===== src/design/e2ec_pkg.sv =====
// Shared types, constants and CRC function for the E2E protect/check block.
`default_nettype none
package e2ec_pkg;

  localparam int unsigned SlotCount     = 16;
  localparam int unsigned SlotW         = 4;
  localparam int unsigned MaxFrameBytes = 8;
  localparam int unsigned FrameW        = 8 * MaxFrameBytes;
  localparam int unsigned ByteIdxW      = 3;
  localparam logic [7:0]  CrcPoly       = 8'h1D;
  localparam logic [7:0]  FailLimit     = 8'd3;
  localparam logic [7:0]  FailMax       = 8'hFF;

  typedef enum logic [2:0] {
    CFG_HB_SLOT         = 3'd0,
    CFG_HB_DATA_ID      = 3'd1,
    CFG_CURRENT_SLOT    = 3'd2,
    CFG_CURRENT_DATA_ID = 3'd3,
    CFG_STATUS_SLOT     = 3'd4,
    CFG_STATUS_DATA_ID  = 3'd5,
    CFG_ESTOP_SLOT      = 3'd6,
    CFG_ESTOP_DATA_ID   = 3'd7
  } cfg_reg_e;

  typedef enum logic [1:0] {
    STATUS_OK    = 2'd0,
    STATUS_BAD   = 2'd1,
    STATUS_CRC   = 2'd2,
    STATUS_ALIVE = 2'd3
  } status_e;

  typedef enum logic {
    OP_PROTECT = 1'b0,
    OP_CHECK   = 1'b1
  } opcode_e;

  typedef enum logic [1:0] {
    S_IDLE = 2'd0,
    S_CRC  = 2'd1,
    S_FIN  = 2'd2
  } state_e;

  typedef struct packed {
    logic load;
    logic step;
    logic finish;
  } ctl_cmd_t;

  typedef struct packed {
    logic in_bad;
    logic last_byte;
  } dp_sts_t;

  function automatic logic [7:0] crc8_byte(input logic [7:0] d);
    logic [7:0] c;
    c = d;
    for (int b = 0; b < 8; b++) begin
      c = c[7] ? ((c << 1) ^ CrcPoly) : (c << 1);
    end
    return c;
  endfunction

endpackage
`default_nettype wire


===== src/design/e2e_crc8_alive_protect_check.sv =====
// Top level of the CRC-8 / alive counter E2E protect and check block.
//
//   channel  direction  handshake              payload
//   in       sink       in_valid_i/in_stall_o  opcode, slot, frame_length, frame_in
//   out      source     out_valid_o/out_stall_i frame_out, status, fail_count, safe_default
//   cfg      sink       cfg_we_i               cfg_idx_i, cfg_wdata_i
//
// A word goes from accept through the CRC byte steps (frame_length capped at 8) to
// the finish step; a rejected word skips the CRC. The CRC runs one frame byte per cycle.
// The next word is accepted as soon as the previous one is handed to the output
// register; a stalled result holds only the finish step.
// Reset restores config defaults and clears alive counters and failure counts.
`default_nettype none
module e2e_crc8_alive_protect_check (
  input  wire         clk_i,
  input  wire         rst_ni,
  input  wire         cfg_we_i,
  input  wire  [2:0]  cfg_idx_i,
  input  wire  [7:0]  cfg_wdata_i,
  input  wire         in_valid_i,
  output logic        in_stall_o,
  input  wire         opcode_i,
  input  wire  [7:0]  slot_i,
  input  wire  [3:0]  frame_length_i,
  input  wire  [63:0] frame_in_i,
  output logic        out_valid_o,
  input  wire         out_stall_i,
  output logic [63:0] frame_out_o,
  output logic [1:0]  status_o,
  output logic [7:0]  fail_count_o,
  output logic        safe_default_o
);
  import e2ec_pkg::*;

  ctl_cmd_t cmd;
  dp_sts_t  sts;

  e2ec_ctrl u_ctrl (
    .clk_i       (clk_i),
    .rst_ni      (rst_ni),
    .in_valid_i  (in_valid_i),
    .in_stall_o  (in_stall_o),
    .out_valid_o (out_valid_o),
    .out_stall_i (out_stall_i),
    .sts_i       (sts),
    .cmd_o       (cmd)
  );

  e2ec_dp u_dp (
    .clk_i          (clk_i),
    .rst_ni         (rst_ni),
    .cfg_we_i       (cfg_we_i),
    .cfg_idx_i      (cfg_idx_i),
    .cfg_wdata_i    (cfg_wdata_i),
    .opcode_i       (opcode_i),
    .slot_i         (slot_i),
    .frame_length_i (frame_length_i),
    .frame_in_i     (frame_in_i),
    .cmd_i          (cmd),
    .sts_o          (sts),
    .frame_out_o    (frame_out_o),
    .status_o       (status_o),
    .fail_count_o   (fail_count_o),
    .safe_default_o (safe_default_o)
  );

endmodule
`default_nettype wire


===== src/design/e2ec_ctrl.sv =====
// Sequencer for load, CRC byte steps and result hand-off.
`default_nettype none
module e2ec_ctrl (
  input  wire                 clk_i,
  input  wire                 rst_ni,
  input  wire                 in_valid_i,
  output logic                in_stall_o,
  output logic                out_valid_o,
  input  wire                 out_stall_i,
  input  e2ec_pkg::dp_sts_t   sts_i,
  output e2ec_pkg::ctl_cmd_t  cmd_o
);
  import e2ec_pkg::*;

  state_e state_q, state_d;
  logic   out_valid_q, out_valid_d;
  logic   out_free;

  assign out_free = !out_valid_q || !out_stall_i;

  always_comb begin
    state_d = state_q;
    unique case (state_q)
      S_IDLE: begin
        if (in_valid_i) begin
          state_d = sts_i.in_bad ? S_FIN : S_CRC;
        end
      end
      S_CRC: begin
        if (sts_i.last_byte) begin
          state_d = S_FIN;
        end
      end
      S_FIN: begin
        if (out_free) begin
          state_d = S_IDLE;
        end
      end
      default: state_d = S_IDLE;
    endcase
  end

  always_comb begin
    cmd_o      = '0;
    in_stall_o = 1'b1;
    unique case (state_q)
      S_IDLE: begin
        in_stall_o = 1'b0;
        cmd_o.load = in_valid_i;
      end
      S_CRC: begin
        cmd_o.step = 1'b1;
      end
      S_FIN: begin
        cmd_o.finish = out_free;
      end
      default: ;
    endcase
  end

  always_comb begin
    out_valid_d = out_valid_q;
    if (cmd_o.finish) begin
      out_valid_d = 1'b1;
    end else if (!out_stall_i) begin
      out_valid_d = 1'b0;
    end
  end

  always_ff @(posedge clk_i or negedge rst_ni) begin
    if (!rst_ni) begin
      state_q     <= S_IDLE;
      out_valid_q <= 1'b0;
    end else begin
      state_q     <= state_d;
      out_valid_q <= out_valid_d;
    end
  end

  assign out_valid_o = out_valid_q;

  a_hold_result: assert property (@(posedge clk_i) disable iff (!rst_ni)
    out_valid_q && out_stall_i |=> out_valid_q)
    else $error("pending result dropped");

  a_load_leaves_idle: assert property (@(posedge clk_i) disable iff (!rst_ni)
    cmd_o.load |=> state_q != S_IDLE)
    else $error("load did not start work");

  a_crc_continues: assert property (@(posedge clk_i) disable iff (!rst_ni)
    state_q == S_CRC && !sts_i.last_byte |=> state_q == S_CRC)
    else $error("CRC loop ended early");

  a_finish_presents: assert property (@(posedge clk_i) disable iff (!rst_ni)
    cmd_o.finish |=> out_valid_q && state_q == S_IDLE)
    else $error("finish did not present word");

endmodule
`default_nettype wire


===== src/design/e2ec_dp.sv =====
// Datapath: config registers, slot tables, byte-serial CRC and result registers.
`default_nettype none
module e2ec_dp (
  input  wire                 clk_i,
  input  wire                 rst_ni,
  input  wire                 cfg_we_i,
  input  wire  [2:0]          cfg_idx_i,
  input  wire  [7:0]          cfg_wdata_i,
  input  wire                 opcode_i,
  input  wire  [7:0]          slot_i,
  input  wire  [3:0]          frame_length_i,
  input  wire  [63:0]         frame_in_i,
  input  e2ec_pkg::ctl_cmd_t  cmd_i,
  output e2ec_pkg::dp_sts_t   sts_o,
  output logic [63:0]         frame_out_o,
  output logic [1:0]          status_o,
  output logic [7:0]          fail_count_o,
  output logic                safe_default_o
);
  import e2ec_pkg::*;

  logic [SlotW-1:0] hb_slot_q, current_slot_q, status_slot_q, estop_slot_q;
  logic [7:0]       hb_id_q, current_id_q, status_id_q, estop_id_q;

  logic [3:0] tx_alive_q [SlotCount];
  logic [3:0] rx_last_q  [SlotCount];
  logic [7:0] fail_q     [SlotCount];

  logic              op_q;
  logic              bad_q;
  logic              slot_ok_q;
  logic [SlotW-1:0]  slot_q;
  logic [ByteIdxW-1:0] last_q;
  logic [ByteIdxW-1:0] idx_q;
  logic [7:0]        crc_q;
  logic [FrameW-1:0] frame_q;

  logic [63:0] frame_out_q;
  logic [1:0]  status_q;
  logic [7:0]  fc_q;
  logic        safe_q;

  logic              in_slot_ok;
  logic [3:0]        len_clamp;
  logic [SlotW-1:0]  in_slot;
  logic [7:0]        seed;
  logic [FrameW-1:0] frame_ld;

  logic [7:0] fc_cur;
  logic [7:0] fc_inc;
  logic [3:0] ra;
  logic       crc_bad;
  logic       alive_bad;
  logic [7:0] fc_new;
  logic [1:0] st_new;
  logic [FrameW-1:0] fo_new;

  assign in_slot_ok = {1'b0, slot_i} < 9'(SlotCount);
  assign len_clamp  = (frame_length_i > 4'(MaxFrameBytes)) ? 4'(MaxFrameBytes)
                                                           : frame_length_i;
  assign in_slot    = slot_i[SlotW-1:0];
  assign sts_o.in_bad    = !in_slot_ok || (len_clamp < 4'd2);
  assign sts_o.last_byte = idx_q == last_q;

  always_comb begin
    seed = 8'h00;
    if (opcode_i == OP_CHECK) begin
      if (in_slot == estop_slot_q) seed = estop_id_q;
    end else if (in_slot == hb_slot_q) begin
      seed = hb_id_q;
    end else if (in_slot == current_slot_q) begin
      seed = current_id_q;
    end else if (in_slot == status_slot_q) begin
      seed = status_id_q;
    end
  end

  always_comb begin
    frame_ld = frame_in_i;
    if (opcode_i == OP_PROTECT && !sts_o.in_bad) begin
      frame_ld[11:8] = tx_alive_q[in_slot];
    end
  end

  always_comb begin
    fc_cur    = slot_ok_q ? fail_q[slot_q] : 8'h00;
    fc_inc    = (fc_cur == FailMax) ? fc_cur : fc_cur + 8'd1;
    ra        = frame_q[11:8];
    crc_bad   = crc_q != frame_q[7:0];
    alive_bad = ra != (rx_last_q[slot_q] + 4'd1);
    fo_new    = frame_q;
    st_new    = STATUS_OK;
    fc_new    = fc_cur;
    if (bad_q) begin
      st_new = STATUS_BAD;
    end else if (op_q == OP_PROTECT) begin
      fo_new[7:0] = crc_q;
    end else if (crc_bad) begin
      st_new = STATUS_CRC;
      fc_new = fc_inc;
    end else if (alive_bad) begin
      st_new = STATUS_ALIVE;
      fc_new = fc_inc;
    end else begin
      fc_new = 8'h00;
    end
  end

  always_ff @(posedge clk_i or negedge rst_ni) begin
    if (!rst_ni) begin
      hb_slot_q      <= SlotW'(0);
      current_slot_q <= SlotW'(1);
      status_slot_q  <= SlotW'(2);
      estop_slot_q   <= SlotW'(3);
      hb_id_q        <= 8'h00;
      current_id_q   <= 8'h00;
      status_id_q    <= 8'h00;
      estop_id_q     <= 8'h00;
    end else if (cfg_we_i) begin
      unique case (cfg_reg_e'(cfg_idx_i))
        CFG_HB_SLOT:         hb_slot_q      <= cfg_wdata_i[SlotW-1:0];
        CFG_HB_DATA_ID:      hb_id_q        <= cfg_wdata_i;
        CFG_CURRENT_SLOT:    current_slot_q <= cfg_wdata_i[SlotW-1:0];
        CFG_CURRENT_DATA_ID: current_id_q   <= cfg_wdata_i;
        CFG_STATUS_SLOT:     status_slot_q  <= cfg_wdata_i[SlotW-1:0];
        CFG_STATUS_DATA_ID:  status_id_q    <= cfg_wdata_i;
        CFG_ESTOP_SLOT:      estop_slot_q   <= cfg_wdata_i[SlotW-1:0];
        CFG_ESTOP_DATA_ID:   estop_id_q     <= cfg_wdata_i;
        default: ;
      endcase
    end
  end

  always_ff @(posedge clk_i or negedge rst_ni) begin
    if (!rst_ni) begin
      for (int i = 0; i < SlotCount; i++) begin
        tx_alive_q[i] <= 4'h0;
        rx_last_q[i]  <= 4'h0;
        fail_q[i]     <= 8'h00;
      end
    end else if (cmd_i.finish && !bad_q) begin
      if (op_q == OP_PROTECT) begin
        tx_alive_q[slot_q] <= frame_q[11:8] + 4'd1;
      end else begin
        fail_q[slot_q] <= fc_new;
        if (!crc_bad) rx_last_q[slot_q] <= ra;
      end
    end
  end

  always_ff @(posedge clk_i) begin
    if (cmd_i.load) begin
      op_q      <= opcode_i;
      bad_q     <= sts_o.in_bad;
      slot_ok_q <= in_slot_ok;
      slot_q    <= in_slot;
      last_q    <= ByteIdxW'(len_clamp - 4'd1);
      idx_q     <= ByteIdxW'(1);
      crc_q     <= seed;
      frame_q   <= frame_ld;
    end else if (cmd_i.step) begin
      crc_q <= crc8_byte(crc_q ^ frame_q[8*idx_q +: 8]);
      idx_q <= idx_q + ByteIdxW'(1);
    end
    if (cmd_i.finish) begin
      frame_out_q <= fo_new;
      status_q    <= st_new;
      fc_q        <= fc_new;
      safe_q      <= fc_new >= FailLimit;
    end
  end

  assign frame_out_o    = frame_out_q;
  assign status_o       = status_q;
  assign fail_count_o   = fc_q;
  assign safe_default_o = safe_q;

endmodule
`default_nettype wire

===== config.mk =====
export PLATFORM = sky130hd
export DESIGN_NAME = e2e_crc8_alive_protect_check
export DESIGN_NICKNAME = d
export VERILOG_FILES = /design/src/design/e2ec_pkg.sv /design/src/design/e2e_crc8_alive_protect_check.sv /design/src/design/e2ec_ctrl.sv /design/src/design/e2ec_dp.sv
export SDC_FILE = /design/constraint.sdc
export NUM_CORES = 1
export LEC_CHECK = 0
export BUFFER_PORTS_ARGS = -buffer_cell sky130_fd_sc_hd__clkbuf_2
export CELL_PAD_IN_SITES_DETAIL_PLACEMENT = 1
export CELL_PAD_IN_SITES_GLOBAL_PLACEMENT = 1
export CORE_MARGIN = 8
export CORE_UTILIZATION = 45
export DETAILED_ROUTE_END_ITERATION = 12
export GPL_TIMING_DRIVEN = 1
export PLACE_DENSITY_LB_ADDON = 0.15
export SLEW_MARGIN = 20
export SYNTH_ARGS = -nofsm -noshare
export SYNTH_HDL_FRONTEND = slang
export SYNTH_HIERARCHICAL = 1
export SYNTH_SLANG_ARGS = --single-unit

===== constraint.sdc =====
create_clock -name clk_i -period 4.6 [get_ports clk_i]
set_clock_uncertainty 0.15 [all_clocks]
set_input_delay 0.46 -clock clk_i [delete_from_list [all_inputs] [get_ports clk_i]]
set_output_delay 0.46 -clock clk_i [all_outputs]
set_load 0.02 [all_outputs]

* Yosys cells after proc, flatten, opt, wreduce, memory -nomap -nowiden *
Index checks and enable logic that the tools add are counted.

operators by class
  add/sub/neg operators = 5
  $lt $le $gt $ge = 7
  equality and inequality tests = 21
  shift operators = 1
  muxes and demuxes = 55
  bitwise gates (word level) = 14
  reductions and logical operators = 26

operators by type and width
  operator                                                           number
  2-to-1 mux 8 bit                                                   18
  bitwise mux 128 bit                                                1
  bitwise mux 64 bit                                                 2
  variable part select 64 x 7 -> 8 bit                               1
  2-to-1 mux 5 bit                                                   8
  binary-select mux 4 bit (select 4 bit)                             2
  binary-select mux 8 bit (select 4 bit)                             1
  demux 8 bit (select 4 bit)                                         1
  NOT 4 bit                                                          8
  2-to-1 mux 4 bit                                                   7
  AND reduction 2 bit                                                10
  demux 4 bit (select 4 bit)                                         1
  equality test 4 bit                                                4
  equality test 3 bit, second input constant                         4
  2-to-1 mux 2 bit                                                   6
  greater-or-equal comparator 5 bit, second input constant           2
  NOT 4 -> 5 bit                                                     2
  adder 4 x 1 -> 4 bit, second input constant                        2
  adder 8 x 1 -> 8 bit, second input constant                        1
  equality test 8 bit, second input constant                         1
  greater-or-equal comparator 8 x 2 -> 1 bit, second input constant  1
  < comparator 8 x 5 -> 1 bit, second input constant                 1
  != test 8 bit                                                      1
  XOR 8 bit                                                          1
  other kinds (24)                                                   43

word-level totals
  register bits after elaboration = 467
  word-level logic and storage cells = 200

* Longest topological paths before layout *
Gate-level depths: netlist of run 1.

  word-level depth = 20
  gate-level depth with buffers = 17

* Cells and area by module *
Netlist of run 1, hierarchy kept.

by module, submodules not included
  module     times used  cells each  area each (um2)  sequential area each (um2)
  e2ec_dp    1           1353        20322.0          12386.9
  e2ec_ctrl  1           18          168.9            75.1

* Worst setup path after synthesis of run 1 *
OpenSTA, ideal clock, no wires.

  kind = flip-flop to flip-flop
  start = reg u_ctrl.state_q[0]
  end = reg u_dp.crc_q[0] (data pin)
  setup time = 0.270 ns
  arrival = 4.642 ns
  required time = 4.180 ns
  path slack = -0.463 ns
  stages on the path, launching flop included = 6
  path buffers = 2
  period minus slack after synthesis = 5.063 ns
  cells stage by stage = dfrtp_1 > or2_1 > nor2_1 > clkbuf_1 > buf_1 > a21oi_1

RTL lines
  item                      line             source
  start: declaration        e2ec_ctrl.sv:15  state_e state_q, state_d;
  start signal: assignment  e2ec_ctrl.sv:75  state_q <= state_d;
  end signal: assignment    e2ec_dp.sv:162   crc_q <= crc8_byte(crc_q ^ frame_q[8*idx_q +: 8]);
  end: declaration          e2ec_dp.sv:35    logic [7:0] crc_q;

* Final worst setup path of run 1 *
  start = reg u_dp.slot_q[1]
  end = reg u_dp.safe_q, in the netlist u_dp/safe_default_o (data pin)

between the ends
  cells in the longest elaborated chain, start to end = 12
  elaborated cells on any way between the ends = 18

RTL lines
  item                                                                line                          source
  start: declaration                                                  e2ec_dp.sv:32                 logic [SlotW-1:0] slot_q;
  start signal: assignment                                            e2ec_dp.sv:156                slot_q <= in_slot;
  NOT 4 -> 5 bit (implied by the code) *                              e2ec_dp.sv:86, e2ec_dp.sv:90
  binary-select mux 8 bit (select 4 bit)                              e2ec_dp.sv:86                 fc_cur = slot_ok_q ? fail_q[slot_q] : 8'h00;
  2-to-1 mux 8 bit (implied by the code) (2 in a row)                 e2ec_dp.sv:86
  2-to-1 mux 8 bit                                                    e2ec_dp.sv:86
  adder 8 x 1 -> 8 bit / equality test 8 bit (equally long branches)  e2ec_dp.sv:87                 fc_inc = (fc_cur == FailMax) ? fc_cur : fc_cur + 8'd1;
  2-to-1 mux 8 bit                                                    e2ec_dp.sv:87
  2-to-1 mux 8 bit                                                    e2ec_dp.sv:101                end else if (alive_bad) begin
  2-to-1 mux 8 bit                                                    e2ec_dp.sv:98                 end else if (crc_bad) begin
  2-to-1 mux 8 bit                                                    e2ec_dp.sv:96                 end else if (op_q == OP_PROTECT) begin
  2-to-1 mux 8 bit *                                                  e2ec_dp.sv:94                 if (bad_q) begin
  greater-or-equal comparator 8 x 2 -> 1 bit *                        e2ec_dp.sv:169                safe_q <= fc_new >= FailLimit;
  end signal: assignment                                              e2ec_dp.sv:169
  end: declaration                                                    e2ec_dp.sv:41                 logic safe_q;

Mark *: on every way between the ends. The rest lies on a longest branch, timed or not. The select of a mux whose other input is x is not followed.
A chain may end at the register's enable or synchronous reset.

==> results of run 1 <==
-- sequential cells by signal (all words and copies together) (netlist names), 2 cells and up --
| register | count |
|---|---|
| u_ctrl/state_q | 2 |
| u_dp/current_slot_q | 4 |
| u_dp/last_q | 3 |
| u_dp/frame_q | 64 |
| u_dp/idx_q | 3 |
| u_dp/rx_last_q | 64 |
| u_dp/status_id_q | 8 |
| u_dp/frame_out_o | 64 |
| u_dp/status_o | 2 |
| u_dp/fail_q | 128 |
| u_dp/status_slot_q | 4 |
| u_dp/slot_q | 4 |
| u_dp/hb_id_q | 8 |
| u_dp/fail_count_o | 8 |
| u_dp/crc_q | 8 |
| u_dp/estop_id_q | 8 |
| u_dp/estop_slot_q | 4 |
| u_dp/tx_alive_q | 64 |
| u_dp/hb_slot_q | 4 |
| u_dp/current_id_q | 8 |
-- metal layers --
| layer | share of wire | global-route usage | wire, µm |
|---|---|---|---|
| met1 | 0.44 | 0.283 | 24700 |
| met2 | 0.49 | 0.351 | 27500 |
| met3 | 0.050 | 0.0459 | 2820 |
| met4 | 0.020 | 0.0520 | 1130 |
| met5 | 0 | 0 | 0 |
-- what timing repair did --
action / 4_1_cts / 5_1_grt
hold buffers: 68 / 0
endpoints found under the hold margin: 162 / 0
setup endpoints to repair: 0 / 0
resized for setup: 0 / 0
-- kinds of logic after synthesis --
group / count (synthesis) / share of synthesized area
and+or+nand+nor: 248 / 0.0554
AOI/OAI and AO/OA: 137 / 0.0426
adders and majority gates: 5 / 0.00305
xor gates and xnor gates: 66 / 0.0282
buffers and inverters: 77 / 0.0204
DFF: 467 / 0.608
muxes: 371 / 0.242
-- critical path: stages, from the launching register on --
cell and delay [ps]:
edfxtp_1 750, mux4_2 410, a22oi_1 250, nand2_1 140, ha_1 250, xnor2_1 160
and3_1 200, nor3_1 160, o211ai_1 140, nor3_2 210, buf_4 280, nor2_1 90
or4_1 500, a2111o_1 340
-- cell type report --
type | count | area [µm²]
timing repair buffer | 302 | 2060
clock buffer | 72 | 1430
fill | 4385 | 20600
sequential | 467 | 12500
tap | 600 | 751
multi-input combinational | 827 | 7660
inverter | 5 | 18.8
clock inverter | 21 | 195
-- cell usage after synthesis (23+ instances only) --
cell type and instances:
dfrtp_1 303, nor2_1 49, o21ai_0 49, xnor2_1 41
a21oi_1 23, a22oi_1 27, xor2_1 25, clkbuf_1 40
mux2i_1 39, edfxtp_1 157, nand2_1 126, mux2_2 262
mux4_2 58
-- power by group --
| part | switching, W | total, W | internal, W |
|---|---|---|---|
| registers | 0.000232 | 0.00503 | 0.00480 |
| clock network | 0.00169 | 0.00398 | 0.00229 |
| logic | 0.00116 | 0.00194 | 0.000785 |
-- worst paths after layout --
path,from,to
setup reg to reg,u_dp/slot_q[1]$_DFFE_PP_,u_dp/safe_default_o$_DFFE_PP_
hold / removal,slot_i[7],u_dp/slot_ok_q$_DFFE_PP_
hold reg to reg,u_dp/frame_q[23]$_DFFE_PP_,u_dp/frame_out_o[23]$_DFFE_PP_
max in group asynchronous,rst_ni,u_dp/rx_last_q[34]$_DFFE_PN0P_
min in group asynchronous,rst_ni,u_dp/fail_q[20]$_DFFE_PN0P_
setup / recovery,u_dp/slot_q[1]$_DFFE_PP_,u_dp/safe_default_o$_DFFE_PP_
-- stage by stage --
step	hold slack, ps	cells	power [W]	cell area (µm²)	setup slack [ps]
5_1_grt	23.6	2294	0.0114	24600	55.8
3_3_place_gp	277	2133	0.00693	22200	357
4_1_cts	1.06	2294	0.0111	24600	293
2_1_floorplan	14.4	1371	0.00632	20500	444
6_report	32.8	2294	0.0110	24600	319
3_5_place_dp	281	2133	0.00700	22300	331
==> results.md, run 1 <==
- Outcome: finished clean
- Routability congestion estimate: 0.787
- Nets@finish: 1751
- Maximum clock rate: 0.234 GHz
- Part of the cycle the worst path needs: 0.931
- Main synth FF type: dfrtp_1
- Crit path required time: 4800 ps
- FF-to-FF setup slack: between 300 and 400 ps
- First-pass GRT wire length: 87000 µm
- # setup viols final: 0
- Post-synth EDFFs: 157
- N_diodes: 0
- Length of the first detailed-routing pass in iterations: 4
- Clock latency on the worst-skew pair: roughly 600 ps
- Static Leakage: 10.7 nW
- Max Cap Violations: 0
- H-tree depth reported by CTS: 2
- Worst-path fanout max: 16
- Asr flop ratio synth: 0.657
- Most common cell after layout, fill and taps aside: dfrtp_1
- Core area: 0.0452 mm²
- FF-to-FF path depth: 13
- Worst Hold Depth: 2
- CP Class: reg2reg
- Overall routing resource usage: 0.212
- Clock transition at path regs: 70 ps
- Syn Inst Count: about 1400
- Max VDD drop: about 0.00037 V
- Vias in the first global route: 13900
- Post-CTS setup buffers: 0
- Minimum clock period: 4280 ps
- Root buffer cell: clkbuf_16
- DP Wirelength: around 37000 µm
- Mean post-synth cell area: 14.9 µm²
- Area Growth Syn to Fin: 20.0%
- Syn Nets: 1469
- Port Buffers: between 150 and 200
- Synth area leader: dfrtp_1
- Drc violations: 0
- Setup TNS: 0 ps
- Worst hold path type: in2reg
- Final Hold Viols: 0
- Data arrival, critical path: 4480 ps
- Ys Warns: 6
- Max-slew headroom: 0.368
- Slew @ Worst Pin: 939 ps
- Ports: 170
- DR vias: 12700
- Final Core Density: 0.544
- # clock sinks: 467
- Area share of the largest cell type after synthesis: 0.370
- Wire length per cell: between 20 and 25 µm
- Share of post-route cells with drive strength above 1: 0.383
- Post-route ant nets: 0
- Post-synthesis cell type count: 63
- Post-Syn Area: approximately 0.020 mm²
- Chip height: about 230 µm
- CTS buffer count: 50
- Clock tree from TritonCTS: built
- Starting Density: 0.453
- Largest net degree at the start of global routing: around 110
- RSZ-0062 raised after global routing: false
- DIE AREA: between 0.05 and 0.06 mm²
- Initial antenna violation count: 0
- Max-slew violations: 0
- Clock Tree Buf Depth: 3
- Iter 0 DRT Violations: 791
- GR Overflow Total: 0
- Yosys reg bits: 467
- DIE WIDTH: approximately 230 µm
- Commonest non-fill, non-tap cells in the layout: dfrtp_1, mux2_2, clkbuf_2
- Row count: 78
- Ranking of synthesized cells by area: dfrtp_1, edfxtp_1, mux2_2
- Worst setup SP type: flip-flop
- Register area share after synthesis: 0.608
- Total routed wirelength: 56100 µm
- CP Capture Type: flip-flop
- Via density: 5.55
- Pwr dens: 446 mW/mm²
Power figures use the tool's default switching activity.
==> run 2, diff against run 1 <==
CORE_UTILIZATION = 50   (was 45)
clock period = 4.1 ns   (was 4.6 ns; I/O delays follow)
==> run 2 against run 1 <==
First-iteration DRC count up 12%. Hold slack better by 2.8 ps. Register-to-register slack worse by 240 ps. Cell area is 1.5% higher. Flip-flop and latch count stayed put. Highest routed layer is now met5.
==> results.md, run 2 (synthesized netlist as in run 1, its figures left out) <==
- Clock tree from TritonCTS: built
- Slew @ Worst Pin: 1010 ps
- Grt peak-use layer: met2
- Minimum clock period: 4020 ps
- DIE WIDTH: 218 µm
- Maximum clock rate: approximately 0.25 GHz
- Final Hold Viols: 0
- Biggest register: u_dp/fail_q
- Global-route track usage on met1: 0.317
- DIE AREA: 0.0477 mm²
- Commonest non-fill, non-tap cells in the layout: dfrtp_1, mux2_2, clkbuf_2
- Max-slew violations: 0
- Nets@finish: 1772
- Post-route ant nets: 0
- # clock sinks: roughly 470
- Pwr Total: 0.0127 W
- Met2 Use GR: 0.405
- Area Growth Syn to Fin: 21.8%
- Most common cell after layout, fill and taps aside: dfrtp_1
- Starting Density: 0.504
- Fin area: 0.0250 mm²
- Setup TNS: 0 ps
- Wire length per cell: about 25 µm
- CP Capture Type: flip-flop
- Max reg flops: 128
- # setup viols final: 0
- # fillers: 3773
- GR Overflow Total: 0
- Multi-input logic area: just under 0.008 mm²
- CTS buffer count: 49
- DP Wirelength: 37000 µm
- Overall routing resource usage: 0.240
- Port Buffers: 169
- Worst setup SP type: flip-flop
- Max VDD drop: 0.000399 V
- Vias in the first global route: 14200
- Post-DP Area: 0.0223 mm²
- Static Leakage: 10.9 nW
- Clock transition at path regs: 60 ps
- DR vias: 13000
- Placement Setup Slack: -15.2 ps
- Via density: 5.77
- Setup ws final: around 80 ps
- Drc violations: 0
- Final Core Density: 0.614
- Worst hold path type: in2reg
- CP Class: reg2reg
- Data arrival, critical path: 4190 ps
- Largest net degree at the start of global routing: around 110
- Ports: 170
- Share of post-route cells with drive strength above 1: 0.398
- Row count: between 70 and 80
- Reg area: 0.0125 mm²
- Max-slew headroom: 0.329
- Clock Tree Buf Depth: 3
- Clock latency on the worst-skew pair: 590 ps
- First-pass GRT wire length: 87800 µm
- Pwr dens: 508 mW/mm²
- Initial antenna violation count: 2
- H-tree depth reported by CTS: 2
- Core area: just over 0.04 mm²
- Met3 Use GR: 0.0394
- Total routed wirelength: 57100 µm
- Root buffer cell: clkbuf_16
- Part of the cycle the worst path needs: 0.981
- Length of the first detailed-routing pass in iterations: 5
- Chip height: 218 µm
- Worst-path fanout max: 6
- Max Cap Violations: 0
- Outcome: finished clean
- Crit path required time: approximately 4300 ps
- Routability congestion estimate: 0.839
- Iter 0 DRT Violations: 887
## run 2: layer usage
layer	up-vias	share of wire
met5	-	0.00023
met4	2	0.024
met3	80	0.053
met2	357	0.50
met1	6839	0.42
li1	5694	-
## run 2: timing repair
action,in CTS,in global routing
hold endpoints to repair,192,0
setup buffers,0,6
pin swaps,1,10
hold buffers,73,0
gates cloned,0,1
endpoints found under the setup margin,3,1
gates resized for setup,1,14
## run 2: cell type report
type,instances,share of cell area
sequential,467,0.499
multi-input combinational,827,0.309
clock buffer,67,0.0575
antenna,1,0.000100
tap,532,0.0267
inverter,5,0.000752
timing repair buffer,324,0.0934
clock inverter,24,0.0134
## run 2: final timing paths
check	from	endpoint	slack, ps	cells after the start
max in group asynchronous	rst_ni	u_dp/status_slot_q[1]$_DFFE_PN1P_	2510	3
min in group asynchronous	rst_ni	u_dp/fail_q[28]$_DFFE_PN0P_	340	2
setup reg to reg	u_dp/slot_q[0]$_DFFE_PP_	u_dp/safe_default_o$_DFFE_PP_	80	15
hold / removal	frame_in_i[11]	u_dp/frame_q[11]$_DFFE_PP_	40	2
hold reg to reg	u_dp/frame_q[57]$_DFFE_PP_	u_dp/frame_out_o[57]$_DFFE_PP_	290	0
setup / recovery	u_dp/slot_q[0]$_DFFE_PP_	u_dp/safe_default_o$_DFFE_PP_	80	15
## run 2: stage by stage
step	std cells	hold slack (ps)
after floorplan	1371	-35.6
after global placement	2075	276
after global routing	2247	19.3
after CTS	2239	11.9
final	2247	35.6
after detailed placement	2075	281
## run 2: power by group
part | leakage [nW] | internal [W] | switching, W
sequential | 5.68 | 0.00539 | 0.000278
combinational | 4.40 | 0.000901 | 0.00131
clock | 0.854 | 0.00295 | 0.00186
## run 2: critical path: stages, from the launching register on
cell      delay [ps]
edfxtp_1         460
buf_12           170
buf_12           110
mux4_2           500
a22oi_2          180
nand2_2          110
ha_4             210
xor2_2           170
o21ai_1           80
a31oi_1          170
o211ai_1         150
nor3_2           170
buf_4            160
and3b_1          190
or4_1            490
a2111o_1         290
==> run 3, diff against run 2 <==
clock period = 4.36 ns   (was 4.1 ns; I/O delays follow)
==> run 3 against run 2 <==
Total power fell by 7.2%. Critical endpoint unchanged. Sequential power shrank 5.7%. Critical path depth fell by 2.
==> results.md, run 3 (synthesized netlist as in run 1, its figures left out) <==
- Setup ws final: 180 ps
- Max-slew headroom: 0.323
- Maximum clock rate: about 0.24 GHz
- Port Buffers: ~170
- Placement Setup Slack: 76.5 ps
- Routability congestion estimate: 0.822
- Part of the cycle the worst path needs: 0.959
- Wire length per cell: 25.8 µm
- Clock Tree Buf Depth: 3
- FF-to-FF path depth: 13
- DIE AREA: 0.0477 mm²
- Share of post-route cells with drive strength above 1: 0.387
- Reg area: 0.0125 mm²
- Placed cell count: 2069
- Clock latency on the worst-skew pair: 590 ps
- Tightest hold margin: 40.9 ps
- Worst hold path type: in2reg
- Commonest non-fill, non-tap cells in the layout: dfrtp_1, mux2_2, clkbuf_2
- Critical Path Source: u_dp/slot_q[0]$_DFFE_PP_
- Chip height: 218 µm
- CP Class: reg2reg
- DP Wirelength: 37000 µm
- Slew @ Worst Pin: 1010 ps
- Highest routed layer: met4
- Starting Density: 0.504
- Crit path required time: 4540 ps
- Post-route ant nets: 0
- Vias in the first global route: 14300
- Buf+Inv Stages, Crit Path: 1
- Largest stage delay on the critical path: 590 ps
- DR vias: 12900
- First-pass GRT wire length: 89500 µm
- Total routed wirelength: 57500 µm
- Reg power frac: 0.453
- Switch Pwr: about 0.0033 W
- Stages on the worst setup path: 13
- Clk pwr share: 0.372
- DR WL met2: 28700 µm
- Via density: 5.77
- # clock sinks: 467
- Slowest cell on the critical path: mux4_1
- Biggest register: u_dp/fail_q
- Initial antenna violation count: 1
- CTS buffer count: 50
- Nets@finish: 1758
- Core area: 0.0406 mm²
- # fillers: 3801
- Row count: 74
- Clock tree from TritonCTS: built
- Max reg flops: roughly 130
- R2R Path End: u_dp/safe_default_o$_DFFE_PP_
- Cell chain of the critical path: buf_12 > mux4_1 > a22oi_2 > nand2_1 > ha_1 > xnor2_1 > and3_1 > nor3_1 > o211ai_1 > nor3_2 > and3b_1 > or4_1 > a2111o_1
- Clock transition at path regs: 70 ps
- Iter 0 DRT Violations: 1076
- Length of the first detailed-routing pass in iterations: 5
- FF-to-FF setup slack: 180 ps
- Critical path's top delay family: simple AND/OR/NAND/NOR gates
- Worst-path fanout max: 11
- Max-slew violations: 0
- Pwr dens: about 480 mW/mm²
- Max VDD drop: between 0.0002 and 0.0003 V
- M1 wire length: 24100 µm
- # setup viols final: 0
- GR Overflow Total: 0
- Sw frac: 0.279
- Final Non-Filler Cells: around 2200
- Data arrival, critical path: 4360 ps
- Max Cap Violations: 0
- CP Capture Type: flip-flop
- Area Growth Syn to Fin: 20.1%
- DIE WIDTH: 218 µm
- Power Internal: 0.00850 W
- Most common cell after layout, fill and taps aside: dfrtp_1
- Drc violations: 0
- Final Core Density: 0.605
- Reg2reg start: u_dp/slot_q[0]$_DFFE_PP_
- Multi-input logic area: roughly 0.0077 mm²
- Ports: 170
- Setup TNS: 0 ps
- Root buffer cell: clkbuf_16
- Combinational share of power: 0.175
- Static Leakage: ~11 nW
- Worst setup SP type: flip-flop
- Largest net degree at the start of global routing: approximately 130
- Met3 wire length: 3500 µm
- H-tree depth reported by CTS: 2
- Overall routing resource usage: 0.243
- Minimum clock period: around 4200 ps
- Outcome: finished clean
- Crit path to: u_dp/safe_default_o$_DFFE_PP_
- Final Hold Viols: 0
==> run 3: cell types whose count changed in the layout (fill, tap and decap cells not counted), moves of 3 or more <==
cell,change
buf_12,-5
buf_4,-3
clkbuf_1,+6
clkbuf_8,-6
clkinv_2,+5
dlygate4sd3_1,-6
mux4_1,+3
mux4_2,-3
==> run 3: power by group through the flow <==
stage | Combinational, W | Sequential, W | Clock, W
4_1_cts | 0.00203 | 0.00532 | 0.00444
3_5_place_dp | 0.00196 | 0.00539 | 0
6_report | 0.00206 | 0.00534 | 0.00438
2_1_floorplan | 0.00122 | 0.00545 | 0
3_3_place_gp | 0.00191 | 0.00536 | 0
5_1_grt | 0.00222 | 0.00538 | 0.00462
==> run 3: per-layer routing <==
| layer | up-vias | GRT usage |
|---|---|---|
| met1 | 6766 | 0.321 |
| met4 | 0 | 0.0661 |
| li1 | 5672 | - |
| met3 | 71 | 0.0459 |
| met2 | 368 | 0.409 |
| met5 | - | 0 |
==> run 3: worst min-delay path, cell delays in order <==
cell	delay, ps
clkbuf_2	110
nand4bb_1	110
o211ai_1	90
==> run 3: repair_timing <==
action                                  4_1_cts  5_1_grt
setup buffers                                 0        3
hold buffers                                 67        0
resized for setup                             0        4
endpoints found under the setup margin        0        1
hold endpoints to repair                    198        0
==> run 3: worst min-delay path by stage <==
stage	slack, ps	startpoint	end	cells after the start
floorplan	-10	rst_ni	u_ctrl/out_valid_o$_DFFE_PN0P_	0
global placement	280	u_dp/frame_q[46]$_DFFE_PP_	u_dp/frame_out_o[46]$_DFFE_PP_	0
detailed placement	280	u_dp/frame_q[37]$_DFFE_PP_	u_dp/frame_out_o[37]$_DFFE_PP_	0
CTS	2	slot_i[5]	u_dp/slot_ok_q$_DFFE_PP_	2
global route	30	slot_i[4]	u_dp/slot_ok_q$_DFFE_PP_	2
finish	40	in_valid_i	u_ctrl/state_q[1]$_DFFE_PN0P_	3
==> run 3: through the flow <==
stage          total power, W  instance area, µm²
2_1_floorplan         0.00667               20500
5_1_grt                0.0122               24600
3_3_place_gp          0.00726               22200
4_1_cts                0.0118               24500
6_report               0.0118               24600
3_5_place_dp          0.00735               22200
==> run 3: final cells by class <==
type | instances | share of cell area
flip-flops and latches | 467 | 0.506
multi-input cells | 827 | 0.311
repair buffers | 309 | 0.0867
clock buffers | 68 | 0.0569
well taps | 532 | 0.0270
clock inverters | 24 | 0.0111
inverters | 5 | 0.000763
diodes | 1 | 0.000102
